## config.mk

```make
export PLATFORM = sky130hd
export DESIGN_NAME = lct_store
export DESIGN_NICKNAME = d
export VERILOG_FILES = /design/src/rtl/core/lct_pkg.sv /design/src/rtl/core/lct_store.sv
export SDC_FILE = /design/constraint.sdc
export NUM_CORES = 2
export LEC_CHECK = 0
export BUFFER_PORTS_ARGS = -buffer_cell sky130_fd_sc_hd__buf_2
export CAP_MARGIN = 20
export CORE_ASPECT_RATIO = 0.9
export CORE_MARGIN = 8
export CORE_UTILIZATION = 30
export CTS_CLUSTER_SIZE = 25
export DETAILED_ROUTE_END_ITERATION = 7
export PLACE_DENSITY_LB_ADDON = 0.05
export SETUP_SLACK_MARGIN = 0.15
export SLEW_MARGIN = 20
export SYNTH_ARGS = -nofsm -noshare
export SYNTH_HDL_FRONTEND = slang
export SYNTH_MEMORY_MAX_BITS = 65536
export SYNTH_SLANG_ARGS = --single-unit
```

## constraint.sdc

```tcl
create_clock -name clk -period 7.6 [get_ports clk]
set_input_delay 0.76 -clock clk [delete_from_list [all_inputs] [get_ports clk]]
set_output_delay 0.76 -clock clk [all_outputs]
set_load 0.005 [all_outputs]
```

## src/rtl/core/lct_pkg.sv

```systemverilog
// Package: sizes, sequencer states, store request and result types for the LRU cache tag lookup.
`timescale 1ns / 1ps

package lct_pkg;

  localparam int ENTRIES = 128;
  localparam int IDX_W   = $clog2(ENTRIES);
  localparam int CNT_W   = $clog2(ENTRIES + 1);
  localparam int RANK_W  = IDX_W;
  localparam int KEY_W   = 31;
  localparam int SLOT_W  = 7;

  typedef enum logic [2:0] {
    S_IDLE,
    S_SCAN,
    S_DECIDE,
    S_UPDATE,
    S_DONE
  } state_t;

  // One cycle of traffic to the key and rank stores
  typedef struct packed {
    logic [IDX_W-1:0]  rd_addr;
    logic              key_we;
    logic              rank_we;
    logic [IDX_W-1:0]  wr_addr;
    logic [KEY_W-1:0]  key_wdata;
    logic [RANK_W-1:0] rank_wdata;
  } mem_req_t;

  typedef struct packed {
    logic              hit;
    logic [SLOT_W-1:0] slot;
    logic              evicted;
    logic [KEY_W-1:0]  evicted_key;
  } res_t;

endpackage

```

## src/rtl/core/lct_store.sv

```systemverilog
// Key and recency rank stores: one write and one registered read per cycle.
`timescale 1ns / 1ps

module lct_store (
  input  logic                       clk,
  input  lct_pkg::mem_req_t          mreq,
  output logic [lct_pkg::KEY_W-1:0]  key_rdata,
  output logic [lct_pkg::RANK_W-1:0] rank_rdata
);

  logic [lct_pkg::KEY_W-1:0]  key_mem  [lct_pkg::ENTRIES];
  logic [lct_pkg::RANK_W-1:0] rank_mem [lct_pkg::ENTRIES];

  // Write port
  always_ff @(posedge clk) begin
    if (mreq.key_we) begin
      key_mem[mreq.wr_addr] <= mreq.key_wdata;
    end
    if (mreq.rank_we) begin
      rank_mem[mreq.wr_addr] <= mreq.rank_wdata;
    end
  end

  // Registered read port
  always_ff @(posedge clk) begin
    key_rdata  <= key_mem[mreq.rd_addr];
    rank_rdata <= rank_mem[mreq.rd_addr];
  end

endmodule

```

==> flow_summary.ini <==
[worst_hold_path]
holdPathStages = 1
worstHoldEndpoint = key_mem[67][27]$_DFFE_PP_
holdCritPathClass = in -> reg
hold_start = mreq[34]

[detailed_routing]
first_pass_iters = 5
drc = 0
wirelength_mm = 606
vias = 84228
dr.first_iter.drc_count = 9597
final_antenna_net_count = 0
wl_per_cell_um = 36.6
via_per_inst = 5.09

[pwr]
internal-power_uw = 45600
p_per_area_nw_per_um2 = 272
ir_drop_v = 0.000255
p_sw_uw = 13200
leakagePower_uw = 0.0651
p_sw_share_pct = 22.4
finalPower_uw = 58800
p_clk_share_pct = 43.6
pwr-share-seq_pct = 51.0
comb_power_share_pct = 5.4

[sta]
period_needed_ps = 3710
setup_viol = 0
hold_viol = 0
finalCritPeriodShare_pct = 48.9
tightest_slew_ps = 1160
rsz0062_at_grt = no
max_clock_freq_mhz = 269
report.final.slew_viol_count = 0
fin_ws_ps = 3890
finalClockSkew_ps = 47.0
relSlewSlack_pct = 23.0
fin_setup_tns_ps = 0

[die]
dieWidth_um = 846
start_util_pct = 30.1
core-area_um2 = 618000
rows = 274
io_pins = 93
die_h_um = 763
die-area_um2 = 645000

[clocking]
clkLatencyLatePin_ps = 1060
post_cts_buffers = 0
clock-sinks = 4902
clockRootBuffer = clkbuf_16
clk_pin_slew_worst_paths_ps = 60
cts_hold_buffers = 0
cts_resized = 0
cts_tree = yes
numCtsBuffers = 567
h-tree-depth = 6
clk_path_buf_depth = 4

[synth]
seq_area_frac_synth_pct = 79.0
synth_nets = 7282
yosys_warnings = 0
avgSynthCellArea_um2 = 25.7
ys_types = 13
postSynthCellCount = 7227
synth_area_um2 = 186000
synth_seq_cells = 4902

[critical_path]
crit_arrival_ps = 4630
r2r-start = key_mem[86][29]$_DFFE_PP_
critPathLaunchType = input pin
criticalPathCategory = in -> reg
worst-r2r-cell-count = 4
required_ps = 8520
r2r-end = key_rdata[29]$_DFF_P_
rrSetupSlack_ps = 4780
cp-end-kind = flip-flop
cp_max_fo = 56

[flow_run]
maxCapViolCount = 0

[place]
dpl_worst_slack_ps = 2720
place_inst = 15496
port_buffers = 92
dp.final_hpwl_mm = 347
place_congestion = 0.723
place_area_um2 = 199000

[global_routing]
grt_pass1_wl_mm = 810
grt_antenna_before_repair = 119
grt_max_degree = 105
grt_remaining_overflow = 0
grt_pass1_vias = 87826
grtUsageTotal_pct = 18.4

[finish]
fillerInstances = 56504
instances_no_fill = 16564
design_area_um2 = 216000
num-nets-final = 7843
layout.area.seq_um2 = 147000
areaGrowthSynthToFinish_pct = 16.4
multi_input_area_um2 = 38600
drive_gt1_share_pct = 35.3

[run_status]
status = finished, final reports clean
power groups by stage:
| stage | Sequential (µW) | Clock [µW] | Combinational (µW) |
|---|---|---|---|
| floorplan | 30500 | 0 | 1440 |
| global placement | 30600 | 0 | 3200 |
| detailed placement | 30600 | 0 | 3230 |
| CTS | 30000 | 26500 | 3230 |
| global route | 30000 | 27400 | 3330 |
| finish | 30000 | 25700 | 3150 |
flip-flops by register name, indices dropped and copies added (netlist names):
name and flops:
key_mem 3968, rank_mem 896, rank_rdata 7, key_rdata 31
layout by cell type (no fill, tap or decap), types with 7 or more instances in the layout:
| master | netlist | layout |
|---|---|---|
| bufinv_16 | 0 | 20 |
| nand3_1 | 14 | 7 |
| mux4_2 | 1596 | 1596 |
| nor2b_1 | 8 | 8 |
| nor2_4 | 0 | 128 |
| nor2_2 | 0 | 9 |
| buf_4 | 0 | 287 |
| nand2_1 | 15 | 12 |
| clkinvlp_4 | 0 | 11 |
| buf_2 | 61 | 48 |
| diode_2 | 0 | 59 |
| nand3_2 | 0 | 7 |
| clkinv_1 | 0 | 132 |
| clkbuf_16 | 0 | 579 |
| inv_6 | 0 | 26 |
| edfxtp_1 | 4864 | 4864 |
| clkbuf_1 | 249 | 136 |
| mux2_2 | 38 | 38 |
| buf_12 | 0 | 43 |
| clkinv_8 | 0 | 12 |
| nor2_1 | 259 | 122 |
| dfxtp_1 | 38 | 37 |
| clkinv_2 | 0 | 81 |
layout make-up:
type	count	share of cell area, %
repair buffers	384	1.56
diodes	59	0.0682
multi-input cells	1933	17.8
flip-flops and latches	4902	67.8
clock buffers	716	6.93
clock inverters	290	1.01
well taps	8280	4.79
metal layers:
layer	vias to the layer above	part of all wire, %	GRT usage (%)
met1	48219	47	27.8
met4	30	1.7	3.31
li1	32974	-	-
met2	2325	45	28.3
met3	680	5.5	3.09
met5	-	0.031	0
kinds of logic after synthesis:
logic type | count (synthesis) | synth area share [%]
buffers and inverters | 392 | 0.841
flip-flops | 4902 | 79.0
multiplexers | 1634 | 19.6
AND/OR/NAND/NOR | 299 | 0.628
worst max-delay path by stage:
| stage | start | end | slack, ps | cells past startpoint |
|---|---|---|---|---|
| global route | mreq[47] | key_rdata[28]$_DFF_P_ | 3700 | 7 |
| floorplan | mreq[47] | key_rdata[0]$_DFF_P_ | 4130 | 7 |
| finish | mreq[47] | key_rdata[28]$_DFF_P_ | 3890 | 7 |
| global placement | mreq[47] | key_rdata[28]$_DFF_P_ | 2700 | 7 |
| detailed placement | mreq[47] | key_rdata[28]$_DFF_P_ | 2720 | 7 |
| CTS | mreq[47] | key_rdata[28]$_DFF_P_ | 3880 | 7 |
worst max-delay path, cell delays in order:
cell	delay (ps)
buf_12	440
buf_12	390
buf_4	430
mux4_2	560
mux4_2	680
mux4_2	660
mux2_2	310
synth_stat cells:
library cell / count / area [µm²]
buf_1: 80 / 300
buf_2: 61 / 305
buf_6: 2 / 22.5
clkbuf_1: 249 / 935
dfxtp_1: 38 / 761
edfxtp_1: 4864 / 146000
mux2_2: 38 / 428
mux4_2: 1596 / 35900
nand2_1: 15 / 56.3
nand3_1: 14 / 70.1
nand4_1: 3 / 18.8
nor2_1: 259 / 972
nor2b_1: 8 / 50.1
through the flow:
stage	hold slack, ps	utilization, %
after global placement	1110	32.2
after global routing	91.1	35.0
after floorplan	859	-
after detailed placement	1120	32.2
after CTS	40.5	35.0
final	168	35.0
(Power assumes the default switching activity.)
