===== config.mk =====
export PLATFORM = sky130hd
export DESIGN_NAME = lct_ctrl
export DESIGN_NICKNAME = d
export VERILOG_FILES = /design/src/rtl/core/lct_pkg.sv /design/src/rtl/core/lct_ctrl.sv
export SDC_FILE = /design/constraint.sdc
export NUM_CORES = 1
export LEC_CHECK = 0
export BUFFER_PORTS_ARGS = -buffer_cell sky130_fd_sc_hd__buf_4
export CAP_MARGIN = 20
export CORE_MARGIN = 4
export CORE_UTILIZATION = 27
export DETAILED_ROUTE_END_ITERATION = 16
export HOLD_SLACK_MARGIN = 0.12
export PLACE_DENSITY = 0.45
export REMOVE_ABC_BUFFERS = 1
export SYNTH_ARGS = -nofsm -noshare
export SYNTH_HDL_FRONTEND = slang
export SYNTH_SLANG_ARGS = --single-unit

===== constraint.sdc =====
create_clock -name clk -period 7.6 [get_ports clk]
set_clock_uncertainty 0.2 [all_clocks]
set_input_delay 0.38 -clock clk [delete_from_list [all_inputs] [get_ports clk]]
set_output_delay 0.38 -clock clk [all_outputs]
set_load 0.01 [all_outputs]

===== src/rtl/core/lct_pkg.sv =====
// Package: sizes, sequencer states, store request and result types for the LRU cache tag lookup.
`timescale 1ns / 1ps

package lct_pkg;

  localparam int ENTRIES = 128;
  localparam int IDX_W   = $clog2(ENTRIES);
  localparam int CNT_W   = $clog2(ENTRIES + 1);
  localparam int RANK_W  = IDX_W;
  localparam int KEY_W   = 31;
  localparam int SLOT_W  = 7;

  typedef enum logic [2:0] {
    S_IDLE,
    S_SCAN,
    S_DECIDE,
    S_UPDATE,
    S_DONE
  } state_t;

  // One cycle of traffic to the key and rank stores
  typedef struct packed {
    logic [IDX_W-1:0]  rd_addr;
    logic              key_we;
    logic              rank_we;
    logic [IDX_W-1:0]  wr_addr;
    logic [KEY_W-1:0]  key_wdata;
    logic [RANK_W-1:0] rank_wdata;
  } mem_req_t;

  typedef struct packed {
    logic              hit;
    logic [SLOT_W-1:0] slot;
    logic              evicted;
    logic [KEY_W-1:0]  evicted_key;
  } res_t;

endpackage


===== src/rtl/core/lct_ctrl.sv =====
// Sequencer: key scan, replacement choice and rank update pass over the stores.
`timescale 1ns / 1ps

module lct_ctrl (
  input  logic                       clk,
  input  logic                       rst,
  input  logic                       start,
  input  logic [lct_pkg::KEY_W-1:0]  start_key,
  output logic                       idle,
  output lct_pkg::mem_req_t          mreq,
  input  logic [lct_pkg::KEY_W-1:0]  key_rdata,
  input  logic [lct_pkg::RANK_W-1:0] rank_rdata,
  output logic                       res_valid,
  input  logic                       res_ready,
  output lct_pkg::res_t              res
);

  lct_pkg::state_t state, state_next;

  logic [lct_pkg::CNT_W-1:0]  filled;
  logic [lct_pkg::CNT_W-1:0]  cnt;
  logic                       rd_pend;
  logic [lct_pkg::IDX_W-1:0]  rd_idx;
  logic                       issue;

  logic [lct_pkg::KEY_W-1:0]  req_key;
  logic                       found;
  logic [lct_pkg::IDX_W-1:0]  match_slot;
  logic [lct_pkg::RANK_W-1:0] match_rank;
  logic [lct_pkg::IDX_W-1:0]  best_slot;
  logic [lct_pkg::RANK_W-1:0] best_rank;
  logic [lct_pkg::KEY_W-1:0]  best_key;

  logic [lct_pkg::IDX_W-1:0]  upd_slot;
  logic [lct_pkg::RANK_W-1:0] limit;
  logic                       age_all;

  logic                       full;
  logic [lct_pkg::IDX_W-1:0]  target;

  assign full = (filled == lct_pkg::CNT_W'(lct_pkg::ENTRIES));
  assign idle = (state == lct_pkg::S_IDLE);
  assign res_valid = (state == lct_pkg::S_DONE);

  // Slot that receives the key: matching slot, next free slot, or the victim
  always_comb begin
    if (found) begin
      target = match_slot;
    end else if (!full) begin
      target = filled[lct_pkg::IDX_W-1:0];
    end else begin
      target = best_slot;
    end
  end

  // State register
  always_ff @(posedge clk) begin
    if (rst) begin
      state <= lct_pkg::S_IDLE;
    end else begin
      state <= state_next;
    end
  end

  // Next state and store traffic
  always_comb begin
    state_next      = state;
    issue           = 1'b0;
    mreq            = '0;
    mreq.rd_addr    = cnt[lct_pkg::IDX_W-1:0];
    mreq.key_wdata  = req_key;
    case (state)
      lct_pkg::S_IDLE: begin
        if (start) begin
          state_next = (filled == '0) ? lct_pkg::S_DECIDE : lct_pkg::S_SCAN;
        end
      end
      lct_pkg::S_SCAN: begin
        issue = (cnt < filled);
        if (!issue && !rd_pend) begin
          state_next = lct_pkg::S_DECIDE;
        end
      end
      lct_pkg::S_DECIDE: begin
        mreq.key_we  = !found;
        mreq.wr_addr = target;
        state_next   = lct_pkg::S_UPDATE;
      end
      lct_pkg::S_UPDATE: begin
        issue        = (cnt < filled);
        mreq.wr_addr = rd_idx;
        if (rd_pend) begin
          if (rd_idx == upd_slot) begin
            mreq.rank_we    = 1'b1;
            mreq.rank_wdata = '0;
          end else if (age_all || (rank_rdata < limit)) begin
            mreq.rank_we    = 1'b1;
            mreq.rank_wdata = rank_rdata + lct_pkg::RANK_W'(1);
          end
        end
        if (!issue && !rd_pend) begin
          state_next = lct_pkg::S_DONE;
        end
      end
      lct_pkg::S_DONE: begin
        if (res_ready) begin
          state_next = lct_pkg::S_IDLE;
        end
      end
      default: begin
        state_next = lct_pkg::S_IDLE;
      end
    endcase
  end

  // Control counters
  always_ff @(posedge clk) begin
    if (rst) begin
      filled  <= '0;
      rd_pend <= 1'b0;
      cnt     <= '0;
    end else begin
      rd_pend <= issue;
      if (issue) begin
        cnt <= cnt + lct_pkg::CNT_W'(1);
      end
      if (state == lct_pkg::S_IDLE || state == lct_pkg::S_DECIDE) begin
        cnt <= '0;
      end
      if (state == lct_pkg::S_DECIDE && !found && !full) begin
        filled <= filled + lct_pkg::CNT_W'(1);
      end
    end
  end

  // Scan bookkeeping and result capture
  always_ff @(posedge clk) begin
    if (issue) begin
      rd_idx <= cnt[lct_pkg::IDX_W-1:0];
    end
    case (state)
      lct_pkg::S_IDLE: begin
        if (start) begin
          req_key <= start_key;
          found   <= 1'b0;
        end
      end
      lct_pkg::S_SCAN: begin
        if (rd_pend) begin
          // Take the lowest matching slot
          if (!found && key_rdata == req_key) begin
            found      <= 1'b1;
            match_slot <= rd_idx;
            match_rank <= rank_rdata;
          end
          // Track the oldest slot, lowest number on a tie
          if (rd_idx == '0 || rank_rdata > best_rank) begin
            best_slot <= rd_idx;
            best_rank <= rank_rdata;
            best_key  <= key_rdata;
          end
        end
      end
      lct_pkg::S_DECIDE: begin
        upd_slot        <= target;
        limit           <= found ? match_rank : best_rank;
        age_all         <= !found && !full;
        res.hit         <= found;
        res.slot        <= lct_pkg::SLOT_W'(target);
        res.evicted     <= !found && full;
        res.evicted_key <= (!found && full) ? best_key : '0;
      end
      default: begin
      end
    endcase
  end

endmodule


==> results.json <==
{
  "status": "completed",
  "antenna_found_initial": 1,
  "end_kind": "primary output",
  "whs_path_depth": 3,
  "core_area_um2": 25980,
  "grt_setup_unrepaired": "false",
  "max_freq_mhz": 301.0,
  "postSynthCellCount": 499,
  "synth_top_flop_cell": "edfxtp_1",
  "place_congestion": 0.7916,
  "cts_tree": "built",
  "ys_types": 53,
  "cts.clk_slew.worst_paths_ns": 0.07,
  "setup_viol": 0,
  "io_buffers": 168,
  "antenna_left": 0,
  "grt_pass1_vias": 4980,
  "finalSetupTns_ns": 0,
  "min_path_type": "input port to flip-flop",
  "die_h_um": 170.1,
  "fp.dieW_um": 170.1,
  "area_growth_pct": 41.77,
  "seq_power_share": 0.449,
  "period_share": 0.4371,
  "path_class": "flip-flop to primary output",
  "ys_warn_count": 0,
  "clock-sinks": 166,
  "numCtsBuffers": 17,
  "fin_nets": 839,
  "dp_hpwl_um": 13350,
  "slowest_stage": "and3_1",
  "htreeDepth": 4,
  "clk-insertion-delay-late_ns": 0.43,
  "yosysSeqAreaShare": 0.6743,
  "worst_pin_slew_ns": 0.9752,
  "crit_fanout": 11,
  "hold_slack_ns": 0.2148,
  "total_power_uw": 2837,
  "start_util": 0.2731,
  "grt_overflow": 0,
  "finalCriticalPeriod_ns": 3.322,
  "wl_per_cell_um": 16.96,
  "min_from": "res_ready",
  "grt_pass1_wl_um": 28960,
  "grt_max_degree": 56,
  "worst_path_dominant_cell_family": "simple AND/OR/NAND/NOR gates",
  "maxSlewHeadroom": 0.3482,
  "synth_edf_count": 146,
  "postCtsResizedCells": 0,
  "critPathArrivalTime_ns": 2.74,
  "fin_cells": 1091,
  "io_pins": 169,
  "switchingPower_uw": 865.8,
  "cap_violations": 0,
  "fp-row-count": 59,
  "power.internal_uw": 1971,
  "first_pass_iters": 6,
  "rr_startpoint": "state[0]",
  "hold_viol": 0,
  "fillers": 2455,
  "drive_gt1_frac": 0.2940,
  "combPwrFrac": 0.241,
  "die_area_um2": 28940,
  "cp_slowest_stage_delay_ns": 0.47,
  "ys_seq_elements": 166,
  "syn-cell-area_um2": 7096,
  "post-route-drc-count": 0,
  "startpoint_type": "flip-flop",
  "first_iter_violations": 242,
  "async_reset_ff_frac": 0,
  "clkPwrFrac": 0.310,
  "vias_per_cell": 4.307,
  "p_leak_uw": 0.003862,
  "vias": 4699,
  "maxSlewViolCount": 0,
  "crit_buf_inv": 2,
  "reg2reg_to": "best_key[11]",
  "crit_chain": "inv_1, ha_1, nor2b_1, and3_1, mux2_1, mux2_2, a22o_1, buf_4",
  "worstRegToRegCells": 5,
  "dp_cells": 987,
  "grtUsageTotal": 0.1306,
  "ir_worst_vdd_mv": 0.1256,
  "cts_buffer_depth": 2,
  "cp.required_ns": 7.02,
  "root_buffer": "clkbuf_16",
  "regToRegSetupSlack_ns": 4.65,
  "min_to": "state[0]",
  "switching_share": 0.3052,
  "synth_area_per_cell_um2": 14.22,
  "p_per_area_nw_per_um2": 282.0,
  "totalWireLength_um": 18500
}
==> repair_timing <==
item | in CTS | in global routing
buffers inserted | 0 | 0
hold endpoints to repair | 88 | 0
hold buffers | 70 | 0
setup endpoints to repair | 0 | 0
==> cells in the final DEF (no fill, tap or decap), drive strengths merged, types with 10 or more instances in the layout <==
cell type and count:
nand2 18, buf 172, nor4 11, and2 34, ha 24, xor2 36
a21oi 15, nor2 29, clkbuf 17, o21ai 11, edfxtp 146, xnor2 19
dlygate4sd3 70, a211oi 10, dfxtp 20, inv 41
==> power by group through the flow <==
| stage | clock [µW] | combinational, µW | sequential [µW] |
|---|---|---|---|
| final | 878 | 685 | 1270 |
| after CTS | 905 | 677 | 1290 |
| after floorplan | 0 | 261 | 1340 |
| after detailed placement | 0 | 645 | 1310 |
| after global routing | 937 | 750 | 1290 |
| after global placement | 0 | 642 | 1310 |
==> cell usage after synthesis (all sizes together) (8+ instances only) <==
cell	number	area, µm²
nor3	8	51.30
dfxtp	20	400.4
nor4	11	75.07
a211oi	10	75.07
o21ai	11	58.81
nor2	29	108.9
ha	24	300.3
nand2	18	67.56
xor2	36	315.3
xnor2	19	166.4
and2	34	212.7
buf	14	93.84
edfxtp	146	4384
inv	35	131.4
a21oi	15	86.34
==> final cells by class <==
| type | instances | area, µm² | share of cell area |
|---|---|---|---|
| inverters | 35 | 131.4 | 0.01306 |
| clock buffers | 17 | 425.4 | 0.04229 |
| flip-flops and latches | 166 | 4785 | 0.4756 |
| multi-input cells | 280 | 2093 | 0.2081 |
| diodes | 1 | 2.502 | 0.0002488 |
| clock inverters | 15 | 187.7 | 0.01866 |
| well taps | 335 | 419.2 | 0.04167 |
| repair buffers | 242 | 2016 | 0.2004 |
==> routing by layer <==
layer,track usage,vias to the layer above,part of all wire
li1,-,2307,-
met3,0.02207,21,0.033
met5,0,-,0
met2,0.2237,100,0.51
met1,0.1658,2271,0.44
met4,0.04896,0,0.022
==> metrics by stage <==
stage                       util  area, µm²  worst slack (ns)
final                     0.3871      10060             4.278
after detailed placement  0.3354       8716             4.606
after floorplan                -       6987             2.285
after global routing      0.3871      10060             4.116
after CTS                 0.3860      10030             4.211
after global placement    0.3350       8705             4.259
==> worst max-delay path by stage <==
stage | startpoint | to | slack, ns | cells past startpoint
after floorplan | state[1] | mreq[39] | 2.28 | 3
after global placement | found | found | 4.26 | 4
after detailed placement | state[0] | best_key[22] | 4.61 | 5
after CTS | filled[1] | mreq[39] | 4.21 | 8
after global routing | filled[1] | mreq[39] | 4.12 | 8
final | filled[1] | mreq[39] | 4.28 | 8
==> worst register-to-register path: cells and delay by family (launching register included) <==
family          cells  cell delay (ns)
simple gates        2             0.60
buf+inv             1             0.44
flops               1             0.56
compound gates      2             0.81
==> cells by family (layout without fill, tap and decap cells) <==
kind of cell / count (synthesis) / after routing / share of synthesized area
DFF: 166 / 166 / 0.6743
adders and majority gates: 24 / 24 / 0.04232
and+or+nand+nor: 132 / 132 / 0.1037
xor gates and xnor gates: 55 / 55 / 0.06789
muxes: 8 / 8 / 0.01234
other: 0 / 1 / 0
AOI/OAI and AO/OA: 61 / 61 / 0.06560
buffers and inverters: 53 / 309 / 0.03386
==> flip-flops by register name, indices dropped and copies added, names as in the netlist <==
signal,cells
age_all,1
best_key,31
best_rank,7
best_slot,7
cnt,8
filled,8
found,1
limit,7
match_rank,7
match_slot,7
rd_idx,7
rd_pend,1
req_key,31
res,33
state,3
upd_slot,7
(Power assumes the default switching activity.)
